$ cat src/emb_pkg.sv
// Shared types and constants for the mediating-block extractor.
// Holds the channel payloads, the tally control group and a bit-count helper.
// No dependencies.
package emb_pkg;

   // Input width of the bit-count helper; the channel fields bound the graph at 32 nodes.
   localparam int MAX_NODES = 64;
   localparam int POP_W     = 7;

   // Fixed field widths of the channels.
   localparam int ROW_W  = 32;
   localparam int IDX_W  = 5;
   localparam int SIZE_W = 5;
   localparam int EDGE_W = 9;
   localparam int MASK_W = 32;

   localparam logic FUNC_WRITE_ROW = 1'b0;
   localparam logic FUNC_QUERY     = 1'b1;

   typedef struct packed {
      logic             func;
      logic [IDX_W-1:0] row_index;
      logic [ROW_W-1:0] row_bits;
      logic [IDX_W-1:0] node_i;
      logic [IDX_W-1:0] node_j;
   } req_payload_type;

   typedef struct packed {
      logic              valid_res;
      logic [SIZE_W-1:0] block_size;
      logic [SIZE_W-1:0] common_count;
      logic [EDGE_W-1:0] common_edges;
      logic [EDGE_W-1:0] bridge_edges;
      logic [SIZE_W-1:0] max_bridge_degree;
      logic [EDGE_W-1:0] block_edges;
      logic [MASK_W-1:0] block_mask;
      logic [MASK_W-1:0] side_i_mask;
      logic [MASK_W-1:0] side_j_mask;
   } rsp_payload_type;

   // Control from the sequencer to the counting datapath.
   typedef struct packed {
      logic clear;     // start of a query: zero all accumulators
      logic row_en;    // a counting-sweep row is on the memory read data
      logic shift_en;  // one step of the degree scan
   } tally_ctl_type;

   // Counts set bits in groups of eight, then adds the group counts.
   function automatic logic [POP_W-1:0] popcount(input logic [MAX_NODES-1:0] vec);
      logic [3:0]       group;
      logic [POP_W-1:0] total;
      total = '0;
      for (int g = 0; g < MAX_NODES / 8; g++) begin
         group = '0;
         for (int b = 0; b < 8; b++) begin
            group = group + 4'(vec[g*8+b]);
         end
         total = total + POP_W'(group);
      end
      return total;
   endfunction

endpackage

$ cat src/emb_channels_if.sv
// Valid/ready channel interfaces for the request and response sides.
// Depends on emb_pkg for the payload types.
interface emb_req_if
   import emb_pkg::*;
();
   logic            valid;
   logic            ready;
   req_payload_type payload;

   modport source (output valid, output payload, input ready);
   modport sink   (input valid, input payload, output ready);
endinterface

interface emb_rsp_if
   import emb_pkg::*;
();
   logic            valid;
   logic            ready;
   rsp_payload_type payload;

   modport source (output valid, output payload, input ready);
   modport sink   (input valid, input payload, output ready);
endinterface

$ cat src/emb_row_mem.sv
// Adjacency row store: one row of NODES bits per node.
// Synchronous write, registered synchronous read. No dependencies.
module emb_row_mem #(
   parameter int NODES = 32,
   localparam int NODE_W = $clog2(NODES)
) (
   input  logic              clock,
   input  logic              wr_en,
   input  logic [NODE_W-1:0] wr_addr,
   input  logic [NODES-1:0]  wr_data,
   input  logic              rd_en,
   input  logic [NODE_W-1:0] rd_addr,
   output logic [NODES-1:0]  rd_data
);

   logic [NODES-1:0] rows_mem [NODES];
   logic [NODES-1:0] rd_data_ff;

   always_ff @(posedge clock) begin
      if (wr_en) begin
         rows_mem[wr_addr] <= wr_data;
      end
      if (rd_en) begin
         rd_data_ff <= rows_mem[rd_addr];
      end
   end

   assign rd_data = rd_data_ff;

endmodule

$ cat src/emb_ctrl.sv
// Query sequencer: row writes, query row reads, the marking sweep that
// builds the block set, and the timing of the counting sweep and degree scan.
// Depends on emb_pkg.
module emb_ctrl
   import emb_pkg::*;
#(
   parameter int NODES = 32,
   localparam int NODE_W = $clog2(NODES)
) (
   input  logic              clock,
   input  logic              reset,
   input  logic              accept,
   input  req_payload_type   req_data,
   input  logic              out_free,
   output logic              idle,
   output logic              mem_wr_en,
   output logic [NODE_W-1:0] mem_wr_addr,
   output logic [NODES-1:0]  mem_wr_data,
   output logic              mem_rd_en,
   output logic [NODE_W-1:0] mem_rd_addr,
   input  logic [NODES-1:0]  mem_rd_data,
   output logic [NODES-1:0]  common_set,
   output logic [NODES-1:0]  block_set,
   output logic [NODES-1:0]  side_i_set,
   output logic [NODES-1:0]  side_j_set,
   output tally_ctl_type     tally_ctl,
   output logic [NODE_W-1:0] tally_row,
   output logic              finish
);

   localparam logic [2:0] ST_IDLE   = 3'd0;
   localparam logic [2:0] ST_READ_I = 3'd1;
   localparam logic [2:0] ST_READ_J = 3'd2;
   localparam logic [2:0] ST_MARK   = 3'd3;
   localparam logic [2:0] ST_COUNT  = 3'd4;
   localparam logic [2:0] ST_DRAIN  = 3'd5;
   localparam logic [2:0] ST_SCAN   = 3'd6;
   localparam logic [2:0] ST_FINISH = 3'd7;

   // What the memory read data holds in the current cycle.
   localparam logic [2:0] TAG_NONE  = 3'd0;
   localparam logic [2:0] TAG_ROW_I = 3'd1;
   localparam logic [2:0] TAG_ROW_J = 3'd2;
   localparam logic [2:0] TAG_MARK  = 3'd3;
   localparam logic [2:0] TAG_COUNT = 3'd4;

   localparam logic [NODE_W-1:0] LAST_ROW = NODE_W'(NODES - 1);

   logic [2:0]        state_ff, state_in;
   logic [NODE_W-1:0] cnt_ff, cnt_in;
   logic [IDX_W-1:0]  node_i_ff, node_i_in;
   logic [IDX_W-1:0]  node_j_ff, node_j_in;
   logic [2:0]        tag_ff, tag_in;
   logic [NODE_W-1:0] tag_row_ff;
   logic [NODES-1:0]  row_i_ff, row_i_in;
   logic [NODES-1:0]  row_j_ff, row_j_in;
   logic [NODES-1:0]  block_ff, block_in;

   logic              in_range_i, in_range_j;
   logic [NODE_W-1:0] addr_i, addr_j;
   logic [NODES-1:0]  avail;
   logic [NODES-1:0]  only_i, only_j;
   logic [NODES-1:0]  mark_hits;

   assign in_range_i = int'(node_i_ff) < NODES;
   assign in_range_j = int'(node_j_ff) < NODES;
   assign addr_i     = NODE_W'(node_i_ff);
   assign addr_j     = NODE_W'(node_j_ff);
   assign avail      = ~((in_range_i ? (NODES'(1) << addr_i) : '0) |
                         (in_range_j ? (NODES'(1) << addr_j) : '0));

   assign common_set = row_i_ff & row_j_ff;
   assign only_i     = row_i_ff & ~row_j_ff;
   assign only_j     = row_j_ff & ~row_i_ff;
   assign block_set  = block_ff;
   assign side_i_set = only_i & block_ff;
   assign side_j_set = only_j & block_ff;

   // Writes are taken only while idle, so they never meet a query read.
   assign idle        = state_ff == ST_IDLE;
   assign mem_wr_en   = accept && (req_data.func == FUNC_WRITE_ROW) &&
                        (int'(req_data.row_index) < NODES);
   assign mem_wr_addr = NODE_W'(req_data.row_index);
   assign mem_wr_data = NODES'(req_data.row_bits);

   assign tally_row = tag_row_ff;

   always_comb begin
      state_in           = state_ff;
      cnt_in             = cnt_ff;
      node_i_in          = node_i_ff;
      node_j_in          = node_j_ff;
      mem_rd_en          = 1'b0;
      mem_rd_addr        = cnt_ff;
      tag_in             = TAG_NONE;
      finish             = 1'b0;
      tally_ctl.clear    = 1'b0;
      tally_ctl.row_en   = tag_ff == TAG_COUNT;
      tally_ctl.shift_en = 1'b0;
      unique case (state_ff)
         ST_IDLE: begin
            if (accept && (req_data.func == FUNC_QUERY)) begin
               node_i_in = req_data.node_i;
               node_j_in = req_data.node_j;
               state_in  = ST_READ_I;
            end
         end
         ST_READ_I: begin
            mem_rd_en       = 1'b1;
            mem_rd_addr     = addr_i;
            tag_in          = TAG_ROW_I;
            tally_ctl.clear = 1'b1;
            state_in        = ST_READ_J;
         end
         ST_READ_J: begin
            mem_rd_en   = 1'b1;
            mem_rd_addr = addr_j;
            tag_in      = TAG_ROW_J;
            cnt_in      = '0;
            state_in    = ST_MARK;
         end
         ST_MARK: begin
            mem_rd_en = 1'b1;
            tag_in    = TAG_MARK;
            if (cnt_ff == LAST_ROW) begin
               cnt_in   = '0;
               state_in = ST_COUNT;
            end else begin
               cnt_in = cnt_ff + NODE_W'(1);
            end
         end
         ST_COUNT: begin
            mem_rd_en = 1'b1;
            tag_in    = TAG_COUNT;
            if (cnt_ff == LAST_ROW) begin
               cnt_in   = '0;
               state_in = ST_DRAIN;
            end else begin
               cnt_in = cnt_ff + NODE_W'(1);
            end
         end
         ST_DRAIN: begin
            // Lets the last counted row pass the read register and the tally registers into the degree counters.
            if (cnt_ff == NODE_W'(1)) begin
               cnt_in   = '0;
               state_in = ST_SCAN;
            end else begin
               cnt_in = cnt_ff + NODE_W'(1);
            end
         end
         ST_SCAN: begin
            tally_ctl.shift_en = 1'b1;
            if (cnt_ff == LAST_ROW) begin
               cnt_in   = '0;
               state_in = ST_FINISH;
            end else begin
               cnt_in = cnt_ff + NODE_W'(1);
            end
         end
         ST_FINISH: begin
            if (out_free) begin
               finish   = 1'b1;
               state_in = ST_IDLE;
            end
         end
         default: begin
            state_in = ST_IDLE;
         end
      endcase
   end

   // Read data handling: query rows, then the marking sweep grows the block.
   assign mark_hits = mem_rd_data & only_j;

   always_comb begin
      row_i_in = row_i_ff;
      row_j_in = row_j_ff;
      block_in = block_ff;
      case (tag_ff)
         TAG_ROW_I: begin
            row_i_in = in_range_i ? (mem_rd_data & avail) : '0;
         end
         TAG_ROW_J: begin
            row_j_in = in_range_j ? (mem_rd_data & avail) : '0;
            block_in = row_i_ff & row_j_in;
         end
         TAG_MARK: begin
            if (only_i[tag_row_ff] && (|mark_hits)) begin
               block_in = block_ff | (NODES'(1) << tag_row_ff) | mark_hits;
            end
         end
         default: begin
         end
      endcase
   end

   always_ff @(posedge clock) begin
      if (reset) begin
         state_ff <= ST_IDLE;
         cnt_ff   <= '0;
         tag_ff   <= TAG_NONE;
      end else begin
         state_ff <= state_in;
         cnt_ff   <= cnt_in;
         tag_ff   <= tag_in;
      end
   end

   always_ff @(posedge clock) begin
      node_i_ff  <= node_i_in;
      node_j_ff  <= node_j_in;
      tag_row_ff <= mem_rd_addr;
      row_i_ff   <= row_i_in;
      row_j_ff   <= row_j_in;
      block_ff   <= block_in;
   end

endmodule

$ cat src/emb_tally.sv
// Counting datapath: per-row edge counts for the common set, the block and the
// bridges, per-node bridge degree counters and the scan for the largest degree.
// Depends on emb_pkg.
module emb_tally
   import emb_pkg::*;
#(
   parameter int NODES = 32,
   localparam int NODE_W = $clog2(NODES),
   localparam int DEG_W = $clog2(NODES + 1)
) (
   input  logic              clock,
   input  logic              reset,
   input  tally_ctl_type     tally_ctl,
   input  logic [NODE_W-1:0] count_row,
   input  logic [NODES-1:0]  row_data,
   input  logic [NODES-1:0]  common_set,
   input  logic [NODES-1:0]  block_set,
   input  logic [NODES-1:0]  side_i_set,
   input  logic [NODES-1:0]  side_j_set,
   output logic [EDGE_W-1:0] common_edges,
   output logic [EDGE_W-1:0] bridge_edges,
   output logic [EDGE_W-1:0] block_edges,
   output logic [SIZE_W-1:0] max_bridge_degree
);

   logic [NODES-1:0] row_onehot;
   logic [NODES-1:0] upper;
   logic [NODES-1:0] common_hits, block_hits, bridge_hits;

   logic                         row_valid_ff;
   logic [NODE_W-1:0]            row_ff;
   logic [DEG_W-1:0]             pc_common_ff, pc_block_ff, pc_bridge_ff;
   logic [NODES-1:0]             bridge_hits_ff;
   logic [EDGE_W-1:0]            common_sum_ff, block_sum_ff, bridge_sum_ff;
   logic [NODES-1:0][DEG_W-1:0]  degree_ff, degree_in;
   logic [DEG_W-1:0]             max_ff;

   // An edge between u < v lives in row u, so only bits above the row count.
   assign row_onehot = NODES'(1) << count_row;
   assign upper      = row_data & ~(row_onehot | (row_onehot - NODES'(1)));

   always_comb begin
      common_hits = common_set[count_row] ? (upper & common_set) : '0;
      block_hits  = block_set[count_row] ? (upper & block_set) : '0;
      if (side_i_set[count_row]) begin
         bridge_hits = upper & side_j_set;
      end else if (side_j_set[count_row]) begin
         bridge_hits = upper & side_i_set;
      end else begin
         bridge_hits = '0;
      end
   end

   always_ff @(posedge clock) begin
      if (reset) begin
         row_valid_ff <= 1'b0;
      end else begin
         row_valid_ff <= tally_ctl.row_en;
      end
   end

   always_ff @(posedge clock) begin
      row_ff         <= count_row;
      pc_common_ff   <= DEG_W'(popcount(MAX_NODES'(common_hits)));
      pc_block_ff    <= DEG_W'(popcount(MAX_NODES'(block_hits)));
      pc_bridge_ff   <= DEG_W'(popcount(MAX_NODES'(bridge_hits)));
      bridge_hits_ff <= bridge_hits;
   end

   always_ff @(posedge clock) begin
      if (tally_ctl.clear) begin
         common_sum_ff <= '0;
         block_sum_ff  <= '0;
         bridge_sum_ff <= '0;
      end else if (row_valid_ff) begin
         common_sum_ff <= common_sum_ff + EDGE_W'(pc_common_ff);
         block_sum_ff  <= block_sum_ff + EDGE_W'(pc_block_ff);
         bridge_sum_ff <= bridge_sum_ff + EDGE_W'(pc_bridge_ff);
      end
   end

   // Each node's counter gets one for every bridge from a lower row and the
   // whole bridge count of its own row. The scan then shifts them out.
   always_comb begin
      degree_in = degree_ff;
      if (tally_ctl.clear) begin
         degree_in = '0;
      end else if (row_valid_ff) begin
         for (int v = 0; v < NODES; v++) begin
            degree_in[v] = degree_ff[v] + DEG_W'(bridge_hits_ff[v]) +
                           ((row_ff == NODE_W'(v)) ? pc_bridge_ff : '0);
         end
      end else if (tally_ctl.shift_en) begin
         degree_in = degree_ff >> DEG_W;
      end
   end

   always_ff @(posedge clock) begin
      degree_ff <= degree_in;
      if (tally_ctl.clear) begin
         max_ff <= '0;
      end else if (tally_ctl.shift_en && (degree_ff[0] > max_ff)) begin
         max_ff <= degree_ff[0];
      end
   end

   assign common_edges      = common_sum_ff;
   assign bridge_edges      = bridge_sum_ff;
   assign block_edges       = block_sum_ff;
   assign max_bridge_degree = SIZE_W'(max_ff);

endmodule

$ cat src/edge_mediating_block_extract.sv
// Channel | Dir | Transfer moves
// req     | in  | one row write (func 0) or one block query (func 1)
// rsp     | out | one result per query, none per row write
//
// A query occupies the block after its transfer for two row reads, a marking sweep
// and a counting sweep of NODES reads each through the single read port of the row
// memory, a drain of the tally registers, then a NODES-step scan of the per-node
// degree counters. Reset clears control state only; rows read as undefined until
// written. A result waits in the output register while new items are taken; a
// later query holds in its last step until that register frees.
// Top level of the mediating-block extractor. Depends on emb_pkg,
// emb_channels_if, emb_row_mem, emb_ctrl and emb_tally.
module edge_mediating_block_extract
   import emb_pkg::*;
#(
   parameter int NODES = 32
) (
   input  logic        clock,
   input  logic        reset,
   emb_req_if.sink     req_port,
   emb_rsp_if.source   rsp_port
);

   localparam int NODE_W = $clog2(NODES);

   logic              ctrl_idle;
   logic              req_accept;
   logic              out_free;
   logic              finish;
   logic              mem_wr_en, mem_rd_en;
   logic [NODE_W-1:0] mem_wr_addr, mem_rd_addr;
   logic [NODES-1:0]  mem_wr_data, mem_rd_data;
   logic [NODES-1:0]  common_set, block_set, side_i_set, side_j_set;
   tally_ctl_type     tally_ctl;
   logic [NODE_W-1:0] tally_row;
   logic [EDGE_W-1:0] common_edges, bridge_edges, block_edges;
   logic [SIZE_W-1:0] max_bridge_degree;

   logic              result_ok;
   rsp_payload_type   result;
   logic              rsp_valid_ff, rsp_valid_in;
   rsp_payload_type   rsp_data_ff;

   assign req_port.ready = ctrl_idle && !reset;
   assign req_accept     = req_port.valid && req_port.ready;
   assign out_free       = !rsp_valid_ff || rsp_port.ready;

   emb_row_mem #(.NODES(NODES)) u_row_mem (
      .clock   (clock),
      .wr_en   (mem_wr_en),
      .wr_addr (mem_wr_addr),
      .wr_data (mem_wr_data),
      .rd_en   (mem_rd_en),
      .rd_addr (mem_rd_addr),
      .rd_data (mem_rd_data)
   );

   emb_ctrl #(.NODES(NODES)) u_ctrl (
      .clock       (clock),
      .reset       (reset),
      .accept      (req_accept),
      .req_data    (req_port.payload),
      .out_free    (out_free),
      .idle        (ctrl_idle),
      .mem_wr_en   (mem_wr_en),
      .mem_wr_addr (mem_wr_addr),
      .mem_wr_data (mem_wr_data),
      .mem_rd_en   (mem_rd_en),
      .mem_rd_addr (mem_rd_addr),
      .mem_rd_data (mem_rd_data),
      .common_set  (common_set),
      .block_set   (block_set),
      .side_i_set  (side_i_set),
      .side_j_set  (side_j_set),
      .tally_ctl   (tally_ctl),
      .tally_row   (tally_row),
      .finish      (finish)
   );

   emb_tally #(.NODES(NODES)) u_tally (
      .clock             (clock),
      .reset             (reset),
      .tally_ctl         (tally_ctl),
      .count_row         (tally_row),
      .row_data          (mem_rd_data),
      .common_set        (common_set),
      .block_set         (block_set),
      .side_i_set        (side_i_set),
      .side_j_set        (side_j_set),
      .common_edges      (common_edges),
      .bridge_edges      (bridge_edges),
      .block_edges       (block_edges),
      .max_bridge_degree (max_bridge_degree)
   );

   // An invalid result reports the block size and nothing else.
   assign result_ok = (|common_set) || ((|side_i_set) && (|side_j_set));

   always_comb begin
      result            = '0;
      result.block_size = SIZE_W'(popcount(MAX_NODES'(block_set)));
      if (result_ok) begin
         result.valid_res         = 1'b1;
         result.common_count      = SIZE_W'(popcount(MAX_NODES'(common_set)));
         result.common_edges      = common_edges;
         result.bridge_edges      = bridge_edges;
         result.max_bridge_degree = max_bridge_degree;
         result.block_edges       = block_edges;
         result.block_mask        = MASK_W'(block_set);
         result.side_i_mask       = MASK_W'(common_set | side_i_set);
         result.side_j_mask       = MASK_W'(common_set | side_j_set);
      end
   end

   always_comb begin
      rsp_valid_in = rsp_valid_ff;
      if (finish) begin
         rsp_valid_in = 1'b1;
      end else if (rsp_port.ready) begin
         rsp_valid_in = 1'b0;
      end
   end

   always_ff @(posedge clock) begin
      if (reset) begin
         rsp_valid_ff <= 1'b0;
      end else begin
         rsp_valid_ff <= rsp_valid_in;
      end
   end

   always_ff @(posedge clock) begin
      if (finish) begin
         rsp_data_ff <= result;
      end
   end

   assign rsp_port.valid   = rsp_valid_ff;
   assign rsp_port.payload = rsp_data_ff;

   // The row memory port is never asked to write and read in one cycle.
   assert property (@(posedge clock) disable iff (reset)
      !(mem_wr_en && mem_rd_en))
      else $error("row memory written and read in the same cycle");

   // An invalid result carries only the block size.
   assert property (@(posedge clock) disable iff (reset)
      rsp_valid_ff && !rsp_data_ff.valid_res |->
         rsp_data_ff.common_count == '0 && rsp_data_ff.common_edges == '0 &&
         rsp_data_ff.bridge_edges == '0 && rsp_data_ff.max_bridge_degree == '0 &&
         rsp_data_ff.block_edges == '0 && rsp_data_ff.block_mask == '0 &&
         rsp_data_ff.side_i_mask == '0 && rsp_data_ff.side_j_mask == '0)
      else $error("invalid result has nonzero fields");

   // Both side masks lie inside the block mask.
   assert property (@(posedge clock) disable iff (reset)
      rsp_valid_ff |->
         (rsp_data_ff.side_i_mask & ~rsp_data_ff.block_mask) == '0 &&
         (rsp_data_ff.side_j_mask & ~rsp_data_ff.block_mask) == '0)
      else $error("side mask outside block mask");

   // A query transfer takes the block out of idle in the next cycle.
   assert property (@(posedge clock) disable iff (reset)
      req_accept && (req_port.payload.func == FUNC_QUERY) |=> !ctrl_idle)
      else $error("query transfer did not start a query");

endmodule
$ cat src/flat_wrapper.sv
// flat-port wrapper written by rule: the top's interface ports become plain ports
module edge_mediating_block_extract_flat import emb_pkg::*;
#(
   parameter int NODES = 32
)
  (clock, reset, req_port_valid, req_port_payload, req_port_ready, rsp_port_valid, rsp_port_payload, rsp_port_ready);
  emb_req_if req_port_i ();
  emb_rsp_if rsp_port_i ();
  input  logic clock;
  input  logic reset;
  input wire logic [$bits(req_port_i.valid)-1:0] req_port_valid;
  input wire logic [$bits(req_port_i.payload)-1:0] req_port_payload;
  output wire logic [$bits(req_port_i.ready)-1:0] req_port_ready;
  output wire logic [$bits(rsp_port_i.valid)-1:0] rsp_port_valid;
  output wire logic [$bits(rsp_port_i.payload)-1:0] rsp_port_payload;
  input wire logic [$bits(rsp_port_i.ready)-1:0] rsp_port_ready;
  assign req_port_i.valid = req_port_valid;
  assign req_port_i.payload = req_port_payload;
  assign req_port_ready = req_port_i.ready;
  assign rsp_port_valid = rsp_port_i.valid;
  assign rsp_port_payload = rsp_port_i.payload;
  assign rsp_port_i.ready = rsp_port_ready;
  edge_mediating_block_extract #(.NODES(NODES)) u_core (.clock(clock), .reset(reset), .req_port(req_port_i), .rsp_port(rsp_port_i));
endmodule
$ cat config.mk
export PLATFORM = sky130hd
export DESIGN_NAME = edge_mediating_block_extract_flat
export DESIGN_NICKNAME = d
export VERILOG_FILES = /design/src/emb_pkg.sv /design/src/emb_channels_if.sv /design/src/emb_row_mem.sv /design/src/emb_ctrl.sv /design/src/emb_tally.sv /design/src/edge_mediating_block_extract.sv /design/src/flat_wrapper.sv
export SDC_FILE = /design/constraint.sdc
export NUM_CORES = 2
export LEC_CHECK = 0
export ABC_AREA = 0
export BUFFER_PORTS_ARGS = -buffer_cell sky130_fd_sc_hd__buf_2
export CAP_MARGIN = 25
export CORE_ASPECT_RATIO = 1.2
export CORE_MARGIN = 5
export CORE_UTILIZATION = 33
export DETAILED_ROUTE_END_ITERATION = 10
export PLACE_DENSITY = 0.58
export SLEW_MARGIN = 10
export SYNTH_ARGS = -nofsm -noshare
export SYNTH_HDL_FRONTEND = slang
export SYNTH_HIERARCHICAL = 1
export SYNTH_SLANG_ARGS = --single-unit
export TNS_END_PERCENT = 30
$ cat constraint.sdc
create_clock -name clock -period 6.7 [get_ports clock]
set_input_delay 1.005 -clock clock [delete_from_list [all_inputs] [get_ports clock]]
set_output_delay 1.005 -clock clock [all_outputs]
set_load 0.005 [all_outputs]
==> After elaboration in Yosys (flattened, before gate mapping) <==
Memory sizes are Yosys's and may differ from the RTL's. A register that Yosys moved wholly into a read port is not among the register bits.
Index checks and enable logic that the tools add are counted.
{ "totals": {"reg_bits": 543, "ramBits": 1024, "output_inout_bits": 141, "n_memories": 1} }
{ "mem_list": {"columns": ["memory", "depth", "width", "rd", "rd_clocked_by_memory_dff", "write_ports", "line", "source"], "rows": [
  ["u_core.u_row_mem.rows_mem", 32, 32, 1, 1, 1, "emb_row_mem.sv:16", "logic [NODES-1:0] rows_mem [NODES];"]
]} }
{ "op_classes": {"add_sub_neg": 224, "order_cmp": 2, "n_eq_ne": 51, "shift": 3, "n_mux": 72, "n_bitwise": 24, "n_reduce_logical": 26} }
{ "op_table": {"columns": ["operator", "count"], "rows": [
  ["32-bit bitwise AND", 13],
  ["4-bit by 1-bit adder with 4-bit output", 96],
  ["192-bit two-way mux", 2],
  ["6-bit by 1-bit adder with 6-bit output", 32],
  ["6-bit adder", 32],
  ["6-bit two-way mux", 32],
  ["32-bit bitwise OR", 6],
  ["32-bit two-way mux", 5],
  ["32-bit NOT", 4],
  ["32-bit OR reduction", 4],
  ["1-bit by 5-bit left shift with 32-bit output (first input constant)", 3],
  ["5-bit equality test (second input constant)", 17],
  ["32-bit case mux with 2 select lines", 1],
  ["3-bit by 1-bit adder with 4-bit output", 12],
  ["1-bit by 1-bit adder with 2-bit output", 20],
  ["5-bit by 4-bit equality test with 1-bit output (second input constant)", 8],
  ["2-bit by 1-bit adder with 3-bit output", 12],
  ["32-bit by 1-bit subtractor with 32-bit output (second input constant)", 1],
  ["9-bit by 6-bit adder with 9-bit output", 3],
  ["4-bit by 4-bit adder with 5-bit output", 5],
  ["1-bit binary-select mux with 5-bit select", 5],
  ["3-bit case mux with 8 select lines", 1],
  ["5-bit by 4-bit adder with 5-bit output", 4],
  ["5-bit by 3-bit equality test with 1-bit output (second input constant)", 4],
  ["30 further kinds", 80]
]} }

==> Longest topological paths before layout <==
{ "depth": {"depth_word": 18, "mapped_depth": 25, "ltp_nobuf": 24} }

==> Cells and area by module <==
The synthesis kept the hierarchy.
{ "by_module_without_submodules": {"columns": ["mod", "n_inst", "cells_each", "area_per_inst_um2"], "rows": [
  ["emb_row_mem", 1, 2260, 40812.9],
  ["emb_tally", 1, 2811, 23811.6],
  ["emb_ctrl", 1, 711, 7282.0],
  ["edge_mediating_block_extract", 1, 568, 7241.9]
]} }

==> Worst setup path after synthesis <==
Ideal clock, no wire load.
{ "synth_path": {"kind": "flip-flop to flip-flop", "start": "reg u_core.u_ctrl.tag_row_ff[1] (netlist: u_core/u_ctrl/tally_row[1])", "end": "reg u_core.u_tally.pc_common_ff[4]", "setup_ns": 0.118, "arrival_ns": 6.218, "required_ns": 6.582, "slack_ns": 0.364, "path_stages_with_launch": 23, "path_buffers": 3, "synth_period_minus_slack_ns": 6.336, "path_cell_list": "dfxtp_1 > buf_6 > buf_12 > mux4_1 > mux4_2 > a21o_1 > buf_6 > and3_1 > fa_1 > inv_1 > fa_1 > inv_1 > fa_1 > fa_1 > fa_1 > fa_1 > ha_1 > inv_1 > fa_1 > inv_1 > a21o_1 > a21oi_1 > xnor2_1"} }
{ "synth_via": {"elab_chain_cells": 17, "elab_cells_between_ends": 40, "cone_classes": "add/sub: 32; shift: 1; mux: 3; bitwise: 4"} }
{ "synth_lines": {"columns": ["element", "line", "source"], "rows": [
  ["start: declaration", "emb_ctrl.sv:54", "logic [NODE_W-1:0] tag_row_ff;"],
  ["start signal: assignment", "emb_ctrl.sv:212", "tag_row_ff <= mem_rd_addr;"],
  ["1-bit by 5-bit left shift with 32-bit output", "emb_tally.sv:39", "assign row_onehot = NODES'(1) << count_row;"],
  ["32-bit by 1-bit subtractor with 32-bit output", "emb_tally.sv:40", "assign upper = row_data & ~(row_onehot | (row_onehot - NODES'(1)));"],
  ["32-bit bitwise OR", "emb_tally.sv:40", null],
  ["32-bit NOT", "emb_tally.sv:40", null],
  ["32-bit bitwise AND", "emb_tally.sv:40", null],
  ["32-bit bitwise AND", "emb_tally.sv:43", "common_hits = common_set[count_row] ? (upper & common_set) : '0;"],
  ["32-bit two-way mux (*)", "emb_tally.sv:43", null],
  ["1-bit by 1-bit adder with 2-bit output", "emb_pkg.sv:56", "group = group + 4'(vec[g*8+b]);"],
  ["2-bit by 1-bit adder with 3-bit output", "emb_pkg.sv:56", null],
  ["3-bit by 1-bit adder with 4-bit output", "emb_pkg.sv:56", null],
  ["4-bit by 1-bit adder with 4-bit output (4 in a row)", "emb_pkg.sv:56", null],
  ["4-bit by 4-bit adder with 5-bit output", "emb_pkg.sv:58", "total = total + POP_W'(group);"],
  ["5-bit by 4-bit adder with 6-bit output", "emb_pkg.sv:58", null],
  ["6-bit by 4-bit adder with 6-bit output (*)", "emb_pkg.sv:58", null],
  ["end signal: assignment", "emb_tally.sv:64", "pc_common_ff <= DEG_W'(popcount(MAX_NODES'(common_hits)));"],
  ["end: declaration", "emb_tally.sv:32", "logic [DEG_W-1:0] pc_common_ff, pc_block_ff, pc_bridge_ff;"]
]} }
Mark *: on every way between the ends. The rest lies on a longest branch, timed or not. The select of a mux whose other input is x is not followed.
A chain may end at the register's enable or synchronous reset.

==> Worst setup path after layout <==
{ "layout_path": {"start": "reg u_core.u_ctrl.row_j_ff[2]", "end": "reg u_core.u_tally.pc_bridge_ff[4]"} }
{ "layout_via": {"elab_chain_cells": 16, "elab_cells_between_ends": 44, "cone_classes": "add/sub: 31; mux: 6; bitwise: 7"} }
{ "layout_lines": {"columns": ["element", "line", "source"], "rows": [
  ["start: declaration", "emb_ctrl.sv:56", "logic [NODES-1:0] row_j_ff, row_j_in;"],
  ["start signal: assignment", "emb_ctrl.sv:214", "row_j_ff <= row_j_in;"],
  ["32-bit NOT (*)", "emb_ctrl.sv:73", "assign only_i = row_i_ff & ~row_j_ff;"],
  ["32-bit bitwise AND (*)", "emb_ctrl.sv:73", null],
  ["32-bit bitwise AND (*)", "emb_ctrl.sv:76", "assign side_i_set = only_i & block_ff;"],
  ["net u_core.side_i_set[2]", "edge_mediating_block_extract.sv:33", "logic [NODES-1:0] common_set, block_set, side_i_set, side_j_set;"],
  ["1-bit binary-select mux with 5-bit select", "emb_tally.sv:45", "if (side_i_set[count_row]) begin"],
  ["1-bit two-way mux (not written as such)", "emb_tally.sv:45", null],
  ["32-bit two-way mux (*)", "emb_tally.sv:45", null],
  ["1-bit by 1-bit adder with 2-bit output", "emb_pkg.sv:56", null],
  ["2-bit by 1-bit adder with 3-bit output", "emb_pkg.sv:56", null],
  ["3-bit by 1-bit adder with 4-bit output", "emb_pkg.sv:56", null],
  ["4-bit by 1-bit adder with 4-bit output (4 in a row)", "emb_pkg.sv:56", null],
  ["4-bit by 4-bit adder with 5-bit output", "emb_pkg.sv:58", null],
  ["5-bit by 4-bit adder with 6-bit output", "emb_pkg.sv:58", null],
  ["6-bit by 4-bit adder with 6-bit output (*)", "emb_pkg.sv:58", null],
  ["end signal: assignment", "emb_tally.sv:66", "pc_bridge_ff <= DEG_W'(popcount(MAX_NODES'(bridge_hits)));"],
  ["end: declaration", "emb_tally.sv:32", null]
]} }
The timed path passes the listed nets; every way through them passes the cells marked *. The select of a mux whose other input is x is not followed.

==> metrics.md <==
| Metric | Value |
|---|---|
| Status | finished, final reports clean |
| CP endpoint kind | flop |
| Unique cell type count in the Yosys netlist | 81 |
| CP max stage cell | fa_1 |
| Synth Area in Compound Gates | 9.45% |
| DRC viols | 0 |
| Fin Setup TNS | 0 ns |
| Initial antenna violation count | 16 |
| CP bufs+invs | 5 |
| Kind of critical path | flop to flop |
| Total GRT Usage | 19.0% |
| Setup Skew | 0.0466 ns |
| Fin crit period | 6.52 ns |
| Slew HR | 21.8% |
| Count leader, synth | edfxtp_1 |
| CORE AREA | 0.239 sq mm |
| Starting DRC count in detailed routing | 4068 |
| Routed Wire Length | 245 mm |
| Clock Sinks | 1598 |
| Reg clk slew, reported paths | 0.06 ns |
| Post-CTS Hold Buffers | 0 |
| Post-Syn Nets | 6780 |
| Num rows | 197 |
| EDFF count, synth | 1301 |
| Worst setup endpoint | u_core/u_tally/pc_bridge_ff[4] |
| Max Root-Sink Buffers | 3 |
| WHS | 0.480 ns |
| First-pass GRT wire length | 358 mm |
| CTS tree | yes |
| Initial core utilization | 33.1% |
| Via density | 5.27 |
| Post-synth top cells | 1301 x edfxtp_1, 642 x mux2i_1, 414 x nor2_1 |
| Worst-Skew Late Latency | 0.84 ns |
| Most numerous cell on the critical path | fa_1 |
| Number of port buffers | 192 |
| Via count | 52400 |
| H-tree Lvls | 4 |
| CP delay by family, top | adder cells |
| Top_reg_cell synth | edfxtp_1 |
| Inserted Clock Buffers | 174 |
| Final net count | 7033 |
| Largest family of logic cells by synthesized area | simple AND/OR/NAND/NOR gates |
| HPWL Detailed | 167 mm |
| Pins Over Slew Limit | 0 |
| Hold Fails Final Rpt | 0 |
| Startpoint type of the worst setup path | flop |
| Die area | 0.250 sq mm |
| Largest net degree at the start of global routing | 162 |
| Vias in the first global route | 52200 |
| Multiplexer area fraction after synthesis | 9.48% |
| Top cell type's share of synthesized area | 49.4% |
| VDD IR-drop max | 0.258 mV |
| Actual slew at the worst max-slew pin | 1.16 ns |
| Pre-antenna DRT Iters | 5 |
| CP max FO | 27 |
| DRT antenna net count | 0 |
| Fmax | 153 MHz |
| Synth-to-Final Area Change | 14.5% |
| RSZ-0062 raised after global routing | no |
| Worst R2R Path Depth | 24 |
| WL/cell | 24.6 microns |
| Final worst slack | 0.177 ns |
| Synth Register Bits | 1598 |
| Die X | 457 microns |
| Post-synthesis adder-cell area fraction | 7.71% |
| Die height | 546 microns |
| Sequential share of the synthesized area | 56.9% |
| CP peak stage delay | 0.54 ns |
| Final setup violation count | 0 |
| Avg Synthesized Cell Area | 12.5 sq um |
| Yosys top cell by area | edfxtp_1 |
| Post-Synthesis Cells | 6350 |
| # fillers | 22800 |
| Register area | 0.0450 sq mm |
| CP Depth | 24 |
| Max-cap violations | 0 |
| Routability Congestion | 0.984 |
| R2r endpoint | u_core/u_tally/pc_bridge_ff[4] |
| Pwr Density | 306 mW/mm^2 |
| Reg2reg start | u_core/u_ctrl/row_j_ff[2] |
| Root Buffer | clkbuf_16 |
| Async SR Flop Fraction | 0% |
| Leakage | 31.9 nW |
| Grt total ovfl | 0 |
| Post-Synth XOR/XNOR Area | 1.38% |
| Reg-to-reg setup timing slack | 0.18 ns |
| Post-Syn Area | 0.0791 sq mm |
| Required time worst endpoint | 7.42 ns |
| Period utilisation layout | 97.4% |
| Simple-gate share of the synthesized area | 10.7% |
| Synth top area cells | edfxtp_1 49%, mux2i_1 8.1%, dfxtp_1 7.5% |
| Worst Setup SP | u_core/u_ctrl/row_j_ff[2] |
| Place WS | -0.0440 ns |
| I/O pins | 193 |
| Multi-input logic area | 0.0310 sq mm |
| Worst EP arrival | 7.24 ns |
| Hold Crit Class | flop to flop |
| Worst-path cell chain | nor2b_1, and2_1, mux4_2, mux2i_1, buf_4, a22oi_1, nand3_2, buf_6, or2_2, o21a_1, fa_1, fa_1, fa_1, fa_1, fa_1, fa_1, inv_1, ha_1, inv_1, fa_1, inv_1, a21o_1, a21oi_1, xnor2_1 |
| Share of layout cells above drive strength 1 | 12.9% |
| Synth warn | 6 |
==> report_power, final <==
part | total [W] | switching, W | internal [W]
Clock | 0.00966 | 0.00408 | 0.00558
Combinational | 0.00664 | 0.00417 | 0.00247
Sequential | 0.0114 | 0.000300 | 0.0111
==> placed cells by master (no fill, tap or decap), types with 78 or more instances in the layout <==
cell / n
edfxtp_1: 1301
mux2i_1: 641
nand2_1: 383
nor2_1: 377
inv_1: 372
a21oi_1: 318
dfxtp_1: 293
buf_4: 241
ha_1: 195
buf_2: 192
fa_1: 183
clkbuf_16: 178
and2_1: 177
nand3_1: 173
a211oi_1: 137
nor2b_1: 118
a22oi_1: 106
o21ai_0: 81
nand3b_1: 80
a21boi_0: 78
==> state kept, by name (all words and copies together) (netlist names), 6 cells and up <==
signal and cells:
u_core/u_row_mem/rd_data 32, u_core/u_tally/degree_ff 192, u_core/u_ctrl/block_set 32, u_core/u_tally/pc_bridge_ff 6
u_core/u_ctrl/row_i_ff 32, u_core/u_row_mem/rows_mem 1024, u_core/u_tally/max_ff 6, u_core/u_tally/common_edges 9
u_core/u_tally/pc_common_ff 6, u_core/u_tally/bridge_edges 9, u_core/rsp_port.payload 139, u_core/u_tally/block_edges 9
u_core/u_ctrl/row_j_ff 32, u_core/u_tally/pc_block_ff 6, u_core/u_tally/bridge_hits_ff 31
==> layer usage <==
metal	part of all wire (%)	vias up	track usage, %
met5	0.022	-	0
met4	4.0	8	7.11
met3	5.0	406	2.91
met2	49	1536	32.5
met1	42	26600	24.3
li1	-	23800	-
==> per-stage QoR <==
step	util (%)	power (W)	instance area, sq um	cells
2_1_floorplan	-	0.0158	79100	6350
3_3_place_gp	35.4	0.0182	84600	9597
3_5_place_dp	35.4	0.0183	84700	9603
4_1_cts	37.8	0.0280	90500	9922
5_1_grt	37.9	0.0290	90600	9930
6_report	37.9	0.0277	90600	9940
==> tightest hold or removal path, delay by kind of cell, from the launching register on <==
family          cells  cell delay (ns)
flops               1             0.32
compound gates      1             0.06
simple gates        1             0.05
==> how the worst min path moves through the flow <==
stage / start / to / slack (ns) / depth (start not counted)
floorplan: u_core/u_ctrl/tally_row[3] / u_core/u_tally/row_ff[3] / 0.39 / 0
global placement: u_core/u_tally/bridge_edges[5] / u_core/u_tally/bridge_edges[5] / 0.47 / 2
detailed placement: u_core/u_tally/bridge_edges[5] / u_core/u_tally/bridge_edges[5] / 0.48 / 2
CTS: req_port_payload[1] / u_core/u_ctrl/addr_j[1] / 0.46 / 1
global route: req_port_payload[1] / u_core/u_ctrl/addr_j[1] / 0.48 / 1
finish: u_core/u_tally/bridge_edges[5] / u_core/u_tally/bridge_edges[5] / 0.48 / 2
==> cell families (layout without fill, tap and decap cells) <==
group,after synthesis,after routing
and+or+nand+nor,1678,1678
muxes,708,708
buffers and inverters,762,1157
DFF,1598,1598
AOI/OAI and AO/OA,1101,1101
xor gates and xnor gates,125,125
adders and majority gates,378,378
other,0,11
==> cell type report <==
class                           count  share of cell area [%]
Clock inverter                     95                    1.15
Inverter                          374                    1.55
Antenna cell                       11                  0.0304
Tap cell                         3184                    4.40
Multi-Input combinational cell   3990                    34.3
Clock buffer                      223                    5.20
Timing Repair Buffer              465                    3.75
Sequential cell                  1598                    49.7
==> what timing repair did <==
action / in CTS / in global routing
gates resized for setup: 0 / 8
setup endpoints to repair: 1 / 4
pin swaps: 0 / 0
setup buffers: 1 / 6
hold endpoints to repair: 0 / 0
Power figures use the tool's default switching activity.
